--- src/design/mstt_pkg.sv ---
// ----------------------------------------------------------------------------
// mstt_pkg: shared types and constants of the timer slot table
// Slot count, field widths, command codes, slot modes and the records
// that travel between the front end, the queue and the back end.
// ----------------------------------------------------------------------------
package mstt_pkg;

  // table size and derived index width
  localparam int SLOTS     = 16;
  localparam int SLOT_W    = (SLOTS > 1) ? $clog2(SLOTS) : 1;
  localparam int IDX_EXT_W = 7;

  // fixed field widths
  localparam int CMD_W      = 3;
  localparam int SLOT_FLD_W = 4;
  localparam int TIME_W     = 16;
  localparam int REP_W      = 8;
  localparam int MASK_W     = 16;
  localparam int MASK_IDX_W = 4;
  localparam int GRANT_W    = 4;
  localparam int VALUE_W    = 16;

  // stream widths
  localparam int IN_USER_W  = 8;
  localparam int IN_DATA_W  = 48;
  localparam int OUT_DATA_W = 40;

  // command queue depth
  localparam int QUEUE_DEPTH = 2;
  localparam int QPTR_W      = (QUEUE_DEPTH > 1) ? $clog2(QUEUE_DEPTH) : 1;
  localparam int QCNT_W      = $clog2(QUEUE_DEPTH + 1);

  localparam logic [REP_W-1:0] REPEAT_FOREVER = 8'hFF;

  // command codes on the input
  localparam logic [CMD_W-1:0] CMD_TICK   = 3'd0;
  localparam logic [CMD_W-1:0] CMD_ADD    = 3'd1;
  localparam logic [CMD_W-1:0] CMD_START  = 3'd2;
  localparam logic [CMD_W-1:0] CMD_STOP   = 3'd3;
  localparam logic [CMD_W-1:0] CMD_DELETE = 3'd4;

  // slot modes
  typedef enum logic [1:0] {
    MODE_FREE    = 2'd0,
    MODE_STOPPED = 2'd1,
    MODE_RUNNING = 2'd2
  } mode_e;

  // classified command kinds
  typedef enum logic [2:0] {
    KIND_TICK   = 3'd0,
    KIND_ADD    = 3'd1,
    KIND_START  = 3'd2,
    KIND_STOP   = 3'd3,
    KIND_DELETE = 3'd4,
    KIND_NONE   = 3'd5
  } kind_e;

  // classified request from front to back
  typedef struct packed {
    kind_e               kind;
    logic [SLOT_W-1:0]   slot;
    logic [TIME_W-1:0]   interval;
    logic [REP_W-1:0]    count;
    logic [VALUE_W-1:0]  tval;
  } cmd_t;

  // result record
  typedef struct packed {
    logic [VALUE_W-1:0] expired_value;
    logic [MASK_W-1:0]  expired_mask;
    logic               table_full;
    logic [GRANT_W-1:0] granted_slot;
  } res_t;

endpackage

--- src/design/multi_slot_repeating_timer_table.sv ---
// ----------------------------------------------------------------------------
// multi_slot_repeating_timer_table: repeating timer slot table
// Start, stop, delete and unknown codes are handled in the single-slot state;
// add and tick run as a one-slot-per-cycle sweep. A new request is taken only
// after the last one has written its result and the output register is free.
// Reset: asynchronous, clears all slots to free and empties the queue.
// ----------------------------------------------------------------------------
module multi_slot_repeating_timer_table (
  input  logic                             clk_i,
  input  logic                             rst_ni,
  input  logic                             s_axis_tvalid,
  output logic                             s_axis_tready,
  input  logic [mstt_pkg::IN_DATA_W-1:0]   s_axis_tdata,  // slot, interval, repeat_count, tick_value
  input  logic [mstt_pkg::IN_USER_W-1:0]   s_axis_tuser,  // cmd
  output logic                             m_axis_tvalid,
  input  logic                             m_axis_tready,
  output logic [mstt_pkg::OUT_DATA_W-1:0]  m_axis_tdata   // granted_slot, table_full, expired_mask, expired_value
);
  import mstt_pkg::*;

  logic push, full, q_valid, pop;
  cmd_t push_cmd, q_cmd;

  // intake and classification
  mstt_front u_front (
    .s_axis_tvalid (s_axis_tvalid),
    .s_axis_tready (s_axis_tready),
    .s_axis_tdata  (s_axis_tdata),
    .s_axis_tuser  (s_axis_tuser),
    .push_o        (push),
    .push_cmd_o    (push_cmd),
    .full_i        (full)
  );

  // request queue
  mstt_queue u_queue (
    .clk_i      (clk_i),
    .rst_ni     (rst_ni),
    .push_i     (push),
    .push_cmd_i (push_cmd),
    .full_o     (full),
    .valid_o    (q_valid),
    .pop_cmd_o  (q_cmd),
    .pop_i      (pop)
  );

  // execution and result
  mstt_back u_back (
    .clk_i         (clk_i),
    .rst_ni        (rst_ni),
    .q_valid_i     (q_valid),
    .q_cmd_i       (q_cmd),
    .pop_o         (pop),
    .m_axis_tvalid (m_axis_tvalid),
    .m_axis_tready (m_axis_tready),
    .m_axis_tdata  (m_axis_tdata)
  );

endmodule

--- src/design/mstt_front.sv ---
// ----------------------------------------------------------------------------
// mstt_front: request intake and classification
// Unpacks the input stream, decodes the command and checks the slot
// number against the table size before handing it to the queue.
// ----------------------------------------------------------------------------
module mstt_front (
  input  logic                             s_axis_tvalid,
  output logic                             s_axis_tready,
  input  logic [mstt_pkg::IN_DATA_W-1:0]   s_axis_tdata,  // slot, interval, repeat_count, tick_value
  input  logic [mstt_pkg::IN_USER_W-1:0]   s_axis_tuser,  // cmd
  output logic                             push_o,
  output mstt_pkg::cmd_t                   push_cmd_o,
  input  logic                             full_i
);
  import mstt_pkg::*;

  logic [CMD_W-1:0]      cmd;
  logic [SLOT_FLD_W-1:0] slot;
  logic                  in_range;
  kind_e                 kind;

  // field unpacking
  assign cmd  = s_axis_tuser[CMD_W-1:0];
  assign slot = s_axis_tdata[SLOT_FLD_W-1:0];
  assign push_cmd_o.interval = s_axis_tdata[SLOT_FLD_W +: TIME_W];
  assign push_cmd_o.count    = s_axis_tdata[SLOT_FLD_W+TIME_W +: REP_W];
  assign push_cmd_o.tval     = s_axis_tdata[SLOT_FLD_W+TIME_W+REP_W +: VALUE_W];
  assign push_cmd_o.slot     = SLOT_W'(slot);
  assign push_cmd_o.kind     = kind;

  assign in_range = (32'(slot) < SLOTS);

  // command classification
  always_comb begin
    case (cmd)
      CMD_TICK:   kind = KIND_TICK;
      CMD_ADD:    kind = KIND_ADD;
      CMD_START:  kind = in_range ? KIND_START : KIND_NONE;
      CMD_STOP:   kind = in_range ? KIND_STOP : KIND_NONE;
      CMD_DELETE: kind = in_range ? KIND_DELETE : KIND_NONE;
      default:    kind = KIND_NONE;
    endcase
  end

  // handshake
  assign s_axis_tready = !full_i;
  assign push_o        = s_axis_tvalid && !full_i;

endmodule

--- src/design/mstt_queue.sv ---
// ----------------------------------------------------------------------------
// mstt_queue: short request queue
// Holds classified requests between the front end and the back end so
// that either side can stall on its own.
// ----------------------------------------------------------------------------
module mstt_queue (
  input  logic           clk_i,
  input  logic           rst_ni,
  input  logic           push_i,
  input  mstt_pkg::cmd_t push_cmd_i,
  output logic           full_o,
  output logic           valid_o,
  output mstt_pkg::cmd_t pop_cmd_o,
  input  logic           pop_i
);
  import mstt_pkg::*;

  cmd_t              mem_q [QUEUE_DEPTH];
  logic [QPTR_W-1:0] wr_ptr_q, wr_ptr_d;
  logic [QPTR_W-1:0] rd_ptr_q, rd_ptr_d;
  logic [QCNT_W-1:0] cnt_q, cnt_d;

  assign full_o    = (cnt_q == QCNT_W'(QUEUE_DEPTH));
  assign valid_o   = (cnt_q != '0);
  assign pop_cmd_o = mem_q[rd_ptr_q];

  // pointer and count update
  always_comb begin
    wr_ptr_d = wr_ptr_q;
    rd_ptr_d = rd_ptr_q;
    cnt_d    = cnt_q;
    if (push_i) begin
      wr_ptr_d = (wr_ptr_q == QPTR_W'(QUEUE_DEPTH - 1)) ? '0 : wr_ptr_q + 1'b1;
    end
    if (pop_i) begin
      rd_ptr_d = (rd_ptr_q == QPTR_W'(QUEUE_DEPTH - 1)) ? '0 : rd_ptr_q + 1'b1;
    end
    if (push_i && !pop_i) begin
      cnt_d = cnt_q + 1'b1;
    end else if (pop_i && !push_i) begin
      cnt_d = cnt_q - 1'b1;
    end
  end

  always_ff @(posedge clk_i or negedge rst_ni) begin
    if (!rst_ni) begin
      wr_ptr_q <= '0;
      rd_ptr_q <= '0;
      cnt_q    <= '0;
    end else begin
      wr_ptr_q <= wr_ptr_d;
      rd_ptr_q <= rd_ptr_d;
      cnt_q    <= cnt_d;
    end
  end

  // entry storage
  always_ff @(posedge clk_i) begin
    if (push_i) begin
      mem_q[wr_ptr_q] <= push_cmd_i;
    end
  end

endmodule

--- src/design/mstt_back.sv ---
// ----------------------------------------------------------------------------
// mstt_back: slot table and command execution
// Holds the slot table, runs add and tick as one-slot-per-cycle sweeps,
// applies single-slot commands and drives the output register.
// ----------------------------------------------------------------------------
module mstt_back (
  input  logic                            clk_i,
  input  logic                            rst_ni,
  input  logic                            q_valid_i,
  input  mstt_pkg::cmd_t                  q_cmd_i,
  output logic                            pop_o,
  output logic                            m_axis_tvalid,
  input  logic                            m_axis_tready,
  output logic [mstt_pkg::OUT_DATA_W-1:0] m_axis_tdata   // granted_slot, table_full, expired_mask, expired_value
);
  import mstt_pkg::*;

  typedef enum logic [3:0] {
    S_IDLE = 4'b0001,
    S_ONE  = 4'b0010,
    S_TICK = 4'b0100,
    S_ADD  = 4'b1000
  } state_e;

  localparam logic [SLOT_W-1:0] LAST_IDX = SLOT_W'(SLOTS - 1);

  state_e            state_q, state_d;
  logic [SLOT_W-1:0] idx_q, idx_d;
  cmd_t              cur_q, cur_d;
  logic [MASK_W-1:0] mask_q, mask_d;

  mode_e             mode_q [SLOTS];
  logic [TIME_W-1:0] tl_q   [SLOTS];
  logic [TIME_W-1:0] rl_q   [SLOTS];
  logic [REP_W-1:0]  rp_q   [SLOTS];

  mode_e             mode_rd;
  logic [TIME_W-1:0] tl_rd, rl_rd, tl_dec;
  logic [REP_W-1:0]  rp_rd, rp_dec;
  logic [IDX_EXT_W-1:0] idx_ext;

  logic              wr_en;
  mode_e             wr_mode;
  logic [TIME_W-1:0] wr_tl, wr_rl;
  logic [REP_W-1:0]  wr_rp;

  logic              res_we;
  res_t              res_d;
  logic              out_valid_q;
  res_t              out_q;
  logic              out_free;

  // current slot read
  assign mode_rd = mode_q[idx_q];
  assign tl_rd   = tl_q[idx_q];
  assign rl_rd   = rl_q[idx_q];
  assign rp_rd   = rp_q[idx_q];
  assign tl_dec  = tl_rd - 16'd1;
  assign rp_dec  = rp_rd - 8'd1;
  assign idx_ext = IDX_EXT_W'(idx_q);

  assign out_free = !out_valid_q || m_axis_tready;

  // sequencer
  always_comb begin
    state_d = state_q;
    idx_d   = idx_q;
    cur_d   = cur_q;
    mask_d  = mask_q;
    pop_o   = 1'b0;
    wr_en   = 1'b0;
    wr_mode = mode_rd;
    wr_tl   = tl_rd;
    wr_rl   = rl_rd;
    wr_rp   = rp_rd;
    res_we  = 1'b0;
    res_d   = '0;
    case (state_q)
      S_IDLE: begin
        if (q_valid_i && out_free) begin
          pop_o  = 1'b1;
          cur_d  = q_cmd_i;
          mask_d = '0;
          case (q_cmd_i.kind)
            KIND_TICK: begin
              idx_d   = '0;
              state_d = S_TICK;
            end
            KIND_ADD: begin
              idx_d   = '0;
              state_d = S_ADD;
            end
            default: begin
              idx_d   = q_cmd_i.slot;
              state_d = S_ONE;
            end
          endcase
        end
      end
      S_ONE: begin
        case (cur_q.kind)
          KIND_START: begin
            if (mode_rd != MODE_FREE) begin
              wr_en   = 1'b1;
              wr_tl   = rl_rd;
              wr_mode = MODE_RUNNING;
            end
          end
          KIND_STOP: begin
            if (mode_rd != MODE_FREE) begin
              wr_en   = 1'b1;
              wr_mode = MODE_STOPPED;
            end
          end
          KIND_DELETE: begin
            wr_en   = 1'b1;
            wr_mode = MODE_FREE;
            wr_tl   = '0;
            wr_rl   = '0;
            wr_rp   = '0;
          end
          default: ;
        endcase
        res_we  = 1'b1;
        state_d = S_IDLE;
      end
      S_TICK: begin
        // free spent stopped slots, count running ones down
        if (mode_rd == MODE_STOPPED && rp_rd == '0) begin
          wr_en   = 1'b1;
          wr_mode = MODE_FREE;
          wr_tl   = '0;
          wr_rl   = '0;
          wr_rp   = '0;
        end else if (mode_rd == MODE_RUNNING && tl_rd != '0) begin
          wr_en = 1'b1;
          wr_tl = tl_dec;
          if (tl_dec == '0) begin
            if (rp_rd == REPEAT_FOREVER) begin
              wr_tl = rl_rd;
            end else if (rp_rd != '0) begin
              wr_tl = rl_rd;
              wr_rp = rp_dec;
            end
            if (rp_rd == 8'd0 || rp_rd == 8'd1) begin
              wr_mode = MODE_STOPPED;
            end
            if (idx_ext < IDX_EXT_W'(MASK_W)) begin
              mask_d[idx_ext[MASK_IDX_W-1:0]] = 1'b1;
            end
          end
        end
        if (idx_q == LAST_IDX) begin
          res_we              = 1'b1;
          res_d.expired_mask  = mask_d;
          res_d.expired_value = (mask_d != '0) ? cur_q.tval : '0;
          state_d             = S_IDLE;
        end else begin
          idx_d = idx_q + 1'b1;
        end
      end
      S_ADD: begin
        // claim the lowest free slot
        if (mode_rd == MODE_FREE) begin
          wr_en              = 1'b1;
          wr_mode            = MODE_STOPPED;
          wr_tl              = cur_q.interval;
          wr_rl              = cur_q.interval;
          wr_rp              = cur_q.count;
          res_we             = 1'b1;
          res_d.granted_slot = idx_ext[GRANT_W-1:0];
          state_d            = S_IDLE;
        end else if (idx_q == LAST_IDX) begin
          res_we           = 1'b1;
          res_d.table_full = 1'b1;
          state_d          = S_IDLE;
        end else begin
          idx_d = idx_q + 1'b1;
        end
      end
      default: state_d = S_IDLE;
    endcase
  end

  // control registers
  always_ff @(posedge clk_i or negedge rst_ni) begin
    if (!rst_ni) begin
      state_q     <= S_IDLE;
      idx_q       <= '0;
      out_valid_q <= 1'b0;
    end else begin
      state_q <= state_d;
      idx_q   <= idx_d;
      if (res_we) begin
        out_valid_q <= 1'b1;
      end else if (m_axis_tready) begin
        out_valid_q <= 1'b0;
      end
    end
  end

  // request and result payload
  always_ff @(posedge clk_i) begin
    cur_q  <= cur_d;
    mask_q <= mask_d;
    if (res_we) begin
      out_q <= res_d;
    end
  end

  // slot table
  always_ff @(posedge clk_i or negedge rst_ni) begin
    if (!rst_ni) begin
      for (int i = 0; i < SLOTS; i++) begin
        mode_q[i] <= MODE_FREE;
        tl_q[i]   <= '0;
        rl_q[i]   <= '0;
        rp_q[i]   <= '0;
      end
    end else if (wr_en) begin
      mode_q[idx_q] <= wr_mode;
      tl_q[idx_q]   <= wr_tl;
      rl_q[idx_q]   <= wr_rl;
      rp_q[idx_q]   <= wr_rp;
    end
  end

  // output stream
  assign m_axis_tvalid = out_valid_q;
  assign m_axis_tdata  = {3'b000, out_q.expired_value, out_q.expired_mask,
                          out_q.table_full, out_q.granted_slot};

endmodule

--- config.mk ---
export PLATFORM = sky130hd
export DESIGN_NAME = multi_slot_repeating_timer_table
export DESIGN_NICKNAME = d
export VERILOG_FILES = /design/src/design/mstt_pkg.sv /design/src/design/multi_slot_repeating_timer_table.sv /design/src/design/mstt_front.sv /design/src/design/mstt_queue.sv /design/src/design/mstt_back.sv
export SDC_FILE = /design/constraint.sdc
export NUM_CORES = 2
export LEC_CHECK = 0
export BUFFER_PORTS_ARGS = -buffer_cell sky130_fd_sc_hd__buf_4
export CAP_MARGIN = 0
export CORE_AREA = 2 2 316 255
export CTS_CLUSTER_DIAMETER = 40
export CTS_CLUSTER_SIZE = 12
export DETAILED_ROUTE_END_ITERATION = 16
export DIE_AREA = 0 0 318 257
export PLACE_DENSITY = 0.66
export REMOVE_ABC_BUFFERS = 1
export SLEW_MARGIN = 10
export SYNTH_ARGS = -nofsm -noshare
export SYNTH_HDL_FRONTEND = slang
export SYNTH_SLANG_ARGS = --single-unit
--- constraint.sdc ---
create_clock -name clk_i -period 15.4 [get_ports clk_i]
set_clock_uncertainty 0.15 [all_clocks]
set_input_delay 2.31 -clock clk_i [delete_from_list [all_inputs] [get_ports clk_i]]
set_output_delay 2.31 -clock clk_i [all_outputs]
set_load 0.01 [all_outputs]
== Word-level counts from Yosys, hierarchy flattened ==
Memories as Yosys holds them, arrays and structs flattened.
Cells that the tools add are included.

* Magnitude comparators: 5
* Bitwise logic cells: 3
* Add/sub/neg operators: 7
* Reduce and logical (&&, ||, !) cells: 37
* Equal/unequal tests: 20
* Multiplexer cells: 91
* Div/mod/pow operators: 0
* Shift-type cells: 0
* Multipliers: 0

{| class="wikitable"
|+ Operators by type and width
! operator !! number
|-
| bitwise mux 256 bit || 2
|-
| two-way mux 16 bit || 21
|-
| binary-select mux 16 bit (select 4 bit) || 2
|-
| bitwise mux 128 bit || 1
|-
| case mux 16 bit (3 select lines) || 2
|-
| two-way mux 8 bit || 10
|-
| demux 16 bit (select 4 bit) || 1
|-
| case mux 16 bit (2 select lines) || 2
|-
| binary-select mux 8 bit (select 4 bit) || 1
|-
| bitwise mux 32 bit || 1
|-
| demux 8 bit (select 4 bit) || 1
|-
| nonzero test 16 bit || 2
|-
| two-way mux 4 bit || 7
|-
| two-way mux 2 bit || 12
|-
| case mux 4 bit (3 select lines) || 2
|-
| case mux 8 bit (3 select lines) || 1
|-
| logical NOT 16 bit || 1
|-
| bitwise OR 16 bit || 1
|-
| subtractor 16 x 1 -> 16 bit, second input constant || 1
|-
| two-way mux 1 bit || 15
|-
| case mux 3 bit (5 select lines) || 1
|-
| == test 3 x 2 -> 1 bit, second input constant || 4
|-
| case mux 2 bit (3 select lines) || 2
|-
| < comparator 4 x 5 -> 1 bit, second input constant || 2
|-
| other kinds (40) || 68
|}

* Word-level logic and storage cells: 243
* Register bits: 781
* RAM bits: 94
* ROM bits: 0
* Latch bits: 0
* Output and inout port bits: 42
* Memories: 1
* Bits of input ports: 60

{| class="wikitable"
|+ Memories
! memory !! depth !! bits a word !! rd ports !! clocked after Yosys merged registers in !! wr ports !! line !! RTL
|-
| u_queue.mem_q || 2 || 47 || 1 || 0 || 1 || mstt_queue.sv:18 || <nowiki>cmd_t mem_q [QUEUE_DEPTH];</nowiki>
|}

== Logic depth before layout (Yosys ltp) ==
* Word-level depth: 12
* Gate-level depth with buffers: 22
* Gate-level depth less buffers: 13

== Hierarchy ==
A second synthesis with hierarchy kept.

* Cells, all modules: 3541
* Area total of the unflattened synthesis: 40241.1 um^2

{| class="wikitable"
|+ Modules (own cells, without submodules)
! module !! cells an instance !! area an instance (um^2) !! seq. area each (um^2) !! instances
|-
| mstt_back || 3330 || 36223.5 || 19925.4 || 1
|-
| mstt_queue || 162 || 3659.8 || 2922.8 || 1
|-
| mstt_front || 49 || 357.8 || 0.0 || 1
|}

== Worst setup path before layout ==
Ideal clock, no wire load.

* Path kind: register to register
* From: reg u_back.idx_q[0]
* To: reg u_back.tl_q[28] in the netlist's numbering
* Library setup time: 0.134 ns
* Data arrival time: 5.103 ns
* Period minus slack after synthesis: 5.387 ns
* Stages on the path, launching flop included: 21
* Data required time: 15.116 ns
* Buffers on the path: 11
* Setup slack: 10.013 ns
* Path through: dfrtp_1 buf_2 buf_8 buf_12 buf_6 buf_6 buf_2 buf_1 mux4_2 mux4_2 inv_1 ha_1 clkbuf_1 and3_1 a31oi_1 o21ai_2 clkbuf_2 and3_1 clkbuf_1 clkbuf_1 a21oi_1

* Cells in the longest elaborated chain, start to end: 12
* Elaborated cells on any way between the ends: 46
* Classes of those cells: add/sub: 1; order compare: 2; eq/ne: 3; mux: 30; bitwise: 1; reduce/logical: 9

{| class="wikitable"
|+ RTL lines
! item !! line !! RTL
|-
| start, declared || mstt_back.sv:28 || <nowiki>logic [SLOT_W-1:0] idx_q, idx_d;</nowiki>
|-
| start signal, assigned || mstt_back.sv:193 || <nowiki>idx_q <= idx_d;</nowiki>
|-
| NOT 4 -> 5 bit (implied by the code) (*) || n/a ||
|-
| binary-select mux 16 bit (select 4 bit) or binary-select mux 8 bit (select 4 bit) (tied branches) || mstt_back.sv:55, mstt_back.sv:57 ||
|-
| two-way mux 16 bit (implied by the code) or two-way mux 8 bit (tied branches) (2 in series) || mstt_back.sv:55, mstt_back.sv:57 ||
|-
| subtractor 16 x 1 -> 16 bit or nonzero test 8 bit (tied branches) || mstt_back.sv:58, mstt_back.sv:141 ||
|-
| two-way mux 16 bit || mstt_back.sv:141 || <nowiki>end else if (rp_rd != '0) begin</nowiki>
|-
| two-way mux 16 bit || mstt_back.sv:139 || <nowiki>if (rp_rd == REPEAT_FOREVER) begin</nowiki>
|-
| two-way mux 16 bit || mstt_back.sv:138 || <nowiki>if (tl_dec == '0) begin</nowiki>
|-
| two-way mux 16 bit || mstt_back.sv:135 || <nowiki>end else if (mode_rd == MODE_RUNNING && tl_rd != '0) begin</nowiki>
|-
| two-way mux 16 bit || mstt_back.sv:129 || <nowiki>if (mode_rd == MODE_STOPPED && rp_rd == '0) begin</nowiki>
|-
| case mux 16 bit (3 select lines) || mstt_back.sv:78 || <nowiki>case (state_q)</nowiki>
|-
| bitwise mux 256 bit || mstt_back.sv:222 || <nowiki>tl_q[idx_q] <= wr_tl;</nowiki>
|-
| end signal, assigned by index || mstt_back.sv:222 ||
|-
| end, declared || mstt_back.sv:33 || <nowiki>logic [TIME_W-1:0] tl_q [SLOTS];</nowiki>
|}

Every way passes the cells marked *; elsewhere a longest branch is shown, timed or not. The select of a mux whose other input is x is not followed.
A chain may end at the register's enable or synchronous reset.

== Worst setup path after layout ==
* From: reg u_back.idx_q[1]
* To: reg u_back.rl_q[59] in the netlist's numbering

* Cells in the longest elaborated chain, start to end: 9
* Elaborated cells on any way between the ends: 37
* Classes of those cells: order compare: 2; eq/ne: 2; mux: 25; bitwise: 1; reduce/logical: 7

{| class="wikitable"
|+ RTL lines
! item !! line !! RTL
|-
| NOT 4 -> 5 bit (implied by the code) (*) || n/a ||
|-
| binary-select mux 16 bit (select 4 bit) (tied with other cells) || mstt_back.sv:55 || <nowiki>assign tl_rd = tl_q[idx_q];</nowiki>
|-
| two-way mux 16 bit (implied by the code) (tied with other cells) (2 in series) || mstt_back.sv:55 ||
|-
| nonzero test 16 bit (tied with other cells) || mstt_back.sv:135 ||
|-
| logical AND 1 bit, on equally long branches || mstt_back.sv:135, mstt_back.sv:129 ||
|-
| two-way mux 1 bit or two-way mux 16 bit (tied branches) || mstt_back.sv:135, mstt_back.sv:129 ||
|-
| two-way mux 1 bit or case mux 16 bit (3 select lines) (tied branches) || mstt_back.sv:129, mstt_back.sv:78 ||
|-
| case mux 1 bit (3 select lines) or bitwise mux 256 bit (tied branches) || mstt_back.sv:78, mstt_back.sv:223 ||
|-
| end signal, assigned by index || mstt_back.sv:223 || <nowiki>rl_q[idx_q] <= wr_rl;</nowiki>
|-
| end, declared || mstt_back.sv:34 || <nowiki>logic [TIME_W-1:0] rl_q [SLOTS];</nowiki>
|}

Marks and branches as above.

==> out/results.tsv <==
metric	value	unit
GP Congestion	0.913	
vias in the first global route	27000	
CTS tree	done	
Slowest-stage cell, CP	a21oi_1	
Top Usage Layer GRT	met2	
M3 GR Usage	5.18	%
detailed-route wire length	106	mm
class of the worst hold path	reg2reg	
ys async rst share	78.3	%
clock-pin slew of the registers on the worst-case setup and hold paths	0.06	ns
Synth top cells by count	684 x dfrtp_1, 644 x nand2_1, 528 x o21ai_0	
fin. max-slew vios	0	
clock insertion delay at the later pin of the skew report	0.69	ns
Slew headroom	17.3	%
crit-path cells	buf_4 -> buf_4 -> mux4_2 -> a22oi_1 -> nand2_1 -> nor3_1 -> a41o_1 -> nand2_1 -> a21oi_1 -> o21ai_0	
Leakage	18.4	nW
Num CTS Buffers	106	
slowest cell delay on critical path	1.19	ns
fin crit share	50.2	%
leading area contributor after synthesis	dfrtp_1	
final setup fails	0	
Worst Setup End Kind	flop	
CTS root buf	clkbuf_16	
layout cell share with drive strength beyond 1	17.9	%
drt via density	6.06	
GRT met1 Usage	38.8	%
EDFF count, synth	190	
arrival time worst endpoint	8.08	ns
worst slew pin tran	1.24	ns
CTS Sinks	875	
max cap viols	0	
Synth Flop Type	dfrtp_1	
Synth Instances	3441	
Initial Util	49.8	%
outcome	complete, no violations	
DRT iter0 DRCs	3072	
peak supply drop	0.145	mV
die height	257	um
Synth Area per Inst	11.4	um^2
Fmax	0.129	GHz
# DRC	0	
most common cell in the synthesized netlist	dfrtp_1	
# resized after CTS	0	
maximum clock insertion buffer count	3	
Routed wire per std cell	23.5	um
DRT Pass-1 Iters	6	
Port Buffers	89	
Synth top area share	43.8	%
Final Hold Vio Count	0	
GRT overflow	0	
post-layout net count	3473	
M2 GR Usage	39.9	%
Tmin final	7.73	ns
Layout area overhead	12.8	%
detailed placer's ending HPWL	60.0	mm
Hold Buf Count CTS	0	
Non-Filler Instances	4524	
Cells after DPL	4329	
first-pass GRT wire length	165	mm
CP startpoint kind	flop	
post-CTS setup buffers	0	
register area share after synthesis	58.5	%
DR vias	27400	
core area	78400	um^2
IO Pins	102	
antenna viol nets, final	0	
largest net degree at the start of global routing	163	
htree depth	3	
die area	81700	um^2
worst endpoint required time	15.75	ns
CP Class	reg2reg	
synth top area cells	dfrtp_1 44%, edfxtp_1 15%, mux4_2 11%, o21ai_0 6.8%, nand2_1 6.2%	
Setup TNS	0	ns
Filler cells	6452	
Post-Syn Area	39100	um^2
flop and latch count out of synthesis	875	
YS warnings	0	
power per cell area	178	nW/um^2
Die Width	318	um
Crit Path Max Fanout	49	
initial antenna violation count	1	
Total GRT Usage	26.3	%
Cell variety after synth	89	
Cell Rows	92	
RSZ-0062 raised after global routing	no	
[placed cells by master (no fill, tap or decap), types with 11 or more instances in the layout]
cell / instances
inv_1: 20
a31oi_1: 27
o21ai_1: 17
o31ai_1: 22
a22oi_1: 27
and2_1: 19
clkbuf_16: 110
edfxtp_1: 190
mux2i_1: 23
nand3_1: 16
a21oi_2: 11
o21ai_0: 528
clkbuf_1: 20
nand3_4: 12
a21oi_1: 197
mux4_2: 188
and3_1: 37
clkinv_2: 18
nand2_1: 643
buf_4: 141
mux2_2: 44
nand4_1: 16
nor2_1: 227
nor4_1: 11
bufinv_16: 12
nor3_1: 14
dfrtp_1: 679
[final cells by class]
| class | instances | area [um^2] | share of cell area [%] |
|---|---|---|---|
| sequential | 875 | 22900 | 51.9 |
| multi-input combinational | 2254 | 15100 | 34.2 |
| clock buffer | 136 | 2910 | 6.61 |
| tap | 1034 | 1290 | 2.94 |
| timing repair buffer | 144 | 1110 | 2.53 |
| clock inverter | 58 | 708 | 1.61 |
| inverter | 22 | 85.1 | 0.193 |
| antenna | 1 | 2.50 | 0.00568 |
[stage by stage]
| step | power, W | cell area [um^2] | hold WS (ns) | worst slack, ns | util (%) |
|---|---|---|---|---|---|
| global placement | 0.00525 | 40400 | 0.306 | 7.96 | 51.6 |
| global route | 0.00818 | 44100 | 0.340 | 7.43 | 56.2 |
| finish | 0.00785 | 44100 | 0.323 | 7.67 | 56.2 |
| CTS | 0.00785 | 44100 | 0.328 | 7.83 | 56.2 |
| floorplan | 0.00454 | 37800 | 0.295 | 4.11 | - |
| detailed placement | 0.00529 | 40400 | 0.315 | 7.92 | 51.6 |
[logic make-up after synthesis]
logic type	Yosys count	synth area share, %
AND/OR/NAND/NOR	1053	11.4
AO/OA/AOI/OAI	921	13.3
flip-flops	875	58.5
buffers and inverters	314	3.48
multiplexers	255	12.7
XOR/XNOR	12	0.269
adder cells (fa/ha/maj)	10	0.320
other	1	0.00960
[power breakdown]
part,switching [W],total [W],internal (W)
Clock,0.00101,0.00255,0.00155
Sequential,0.000276,0.00310,0.00282
Combinational,0.00143,0.00220,0.000773
Total,0.00271,0.00785,0.00514
[path summary, 6_finish.rpt]
path | cells past startpoint | start | end | slack (ns)
setup reg to reg | 10 | u_back.idx_q[1] | u_back.rl_q[59] | 7.67
hold / removal | 2 | u_back.rl_q[168] | u_back.rl_q[168] | 0.32
min in group asynchronous | 1 | rst_ni | u_back.rl_q[254] | 1.57
max in group asynchronous | 4 | rst_ni | u_back.rl_q[72] | 10.71
setup / recovery | 10 | u_back.idx_q[1] | u_back.rl_q[59] | 7.67
hold reg to reg | 2 | u_back.rl_q[168] | u_back.rl_q[168] | 0.32
[state kept, by name, indices dropped and copies added (netlist names)]
register / cells
u_back.rp_q: 128
u_back.tl_q: 256
u_back.idx_q: 4
u_queue.wr_ptr_q: 1
u_back.m_axis_tdata: 37
u_queue.mem_q: 94
u_queue.rd_ptr_q: 1
u_back.cur_q: 43
u_back.state_q: 4
u_back.rl_q: 256
u_back.m_axis_tvalid: 1
u_back.mask_q: 16
u_back.mode_q: 32
u_queue.cnt_q: 2
[layer usage]
metal	vias up	wire length, um
met2	1113	48100
met5	-	0
met1	13800	46400
met3	186	9090
li1	12300	-
met4	0	2520
[critical path, delay by kind of cell (launching register included)]
| kind | cells | cell delay, ns |
|---|---|---|
| compound gates | 4 | 2.56 |
| flops | 1 | 0.94 |
| simple gates | 3 | 2.00 |
| mux | 1 | 0.43 |
| buf+inv | 2 | 1.33 |
Power figures use the tool's default switching activity.
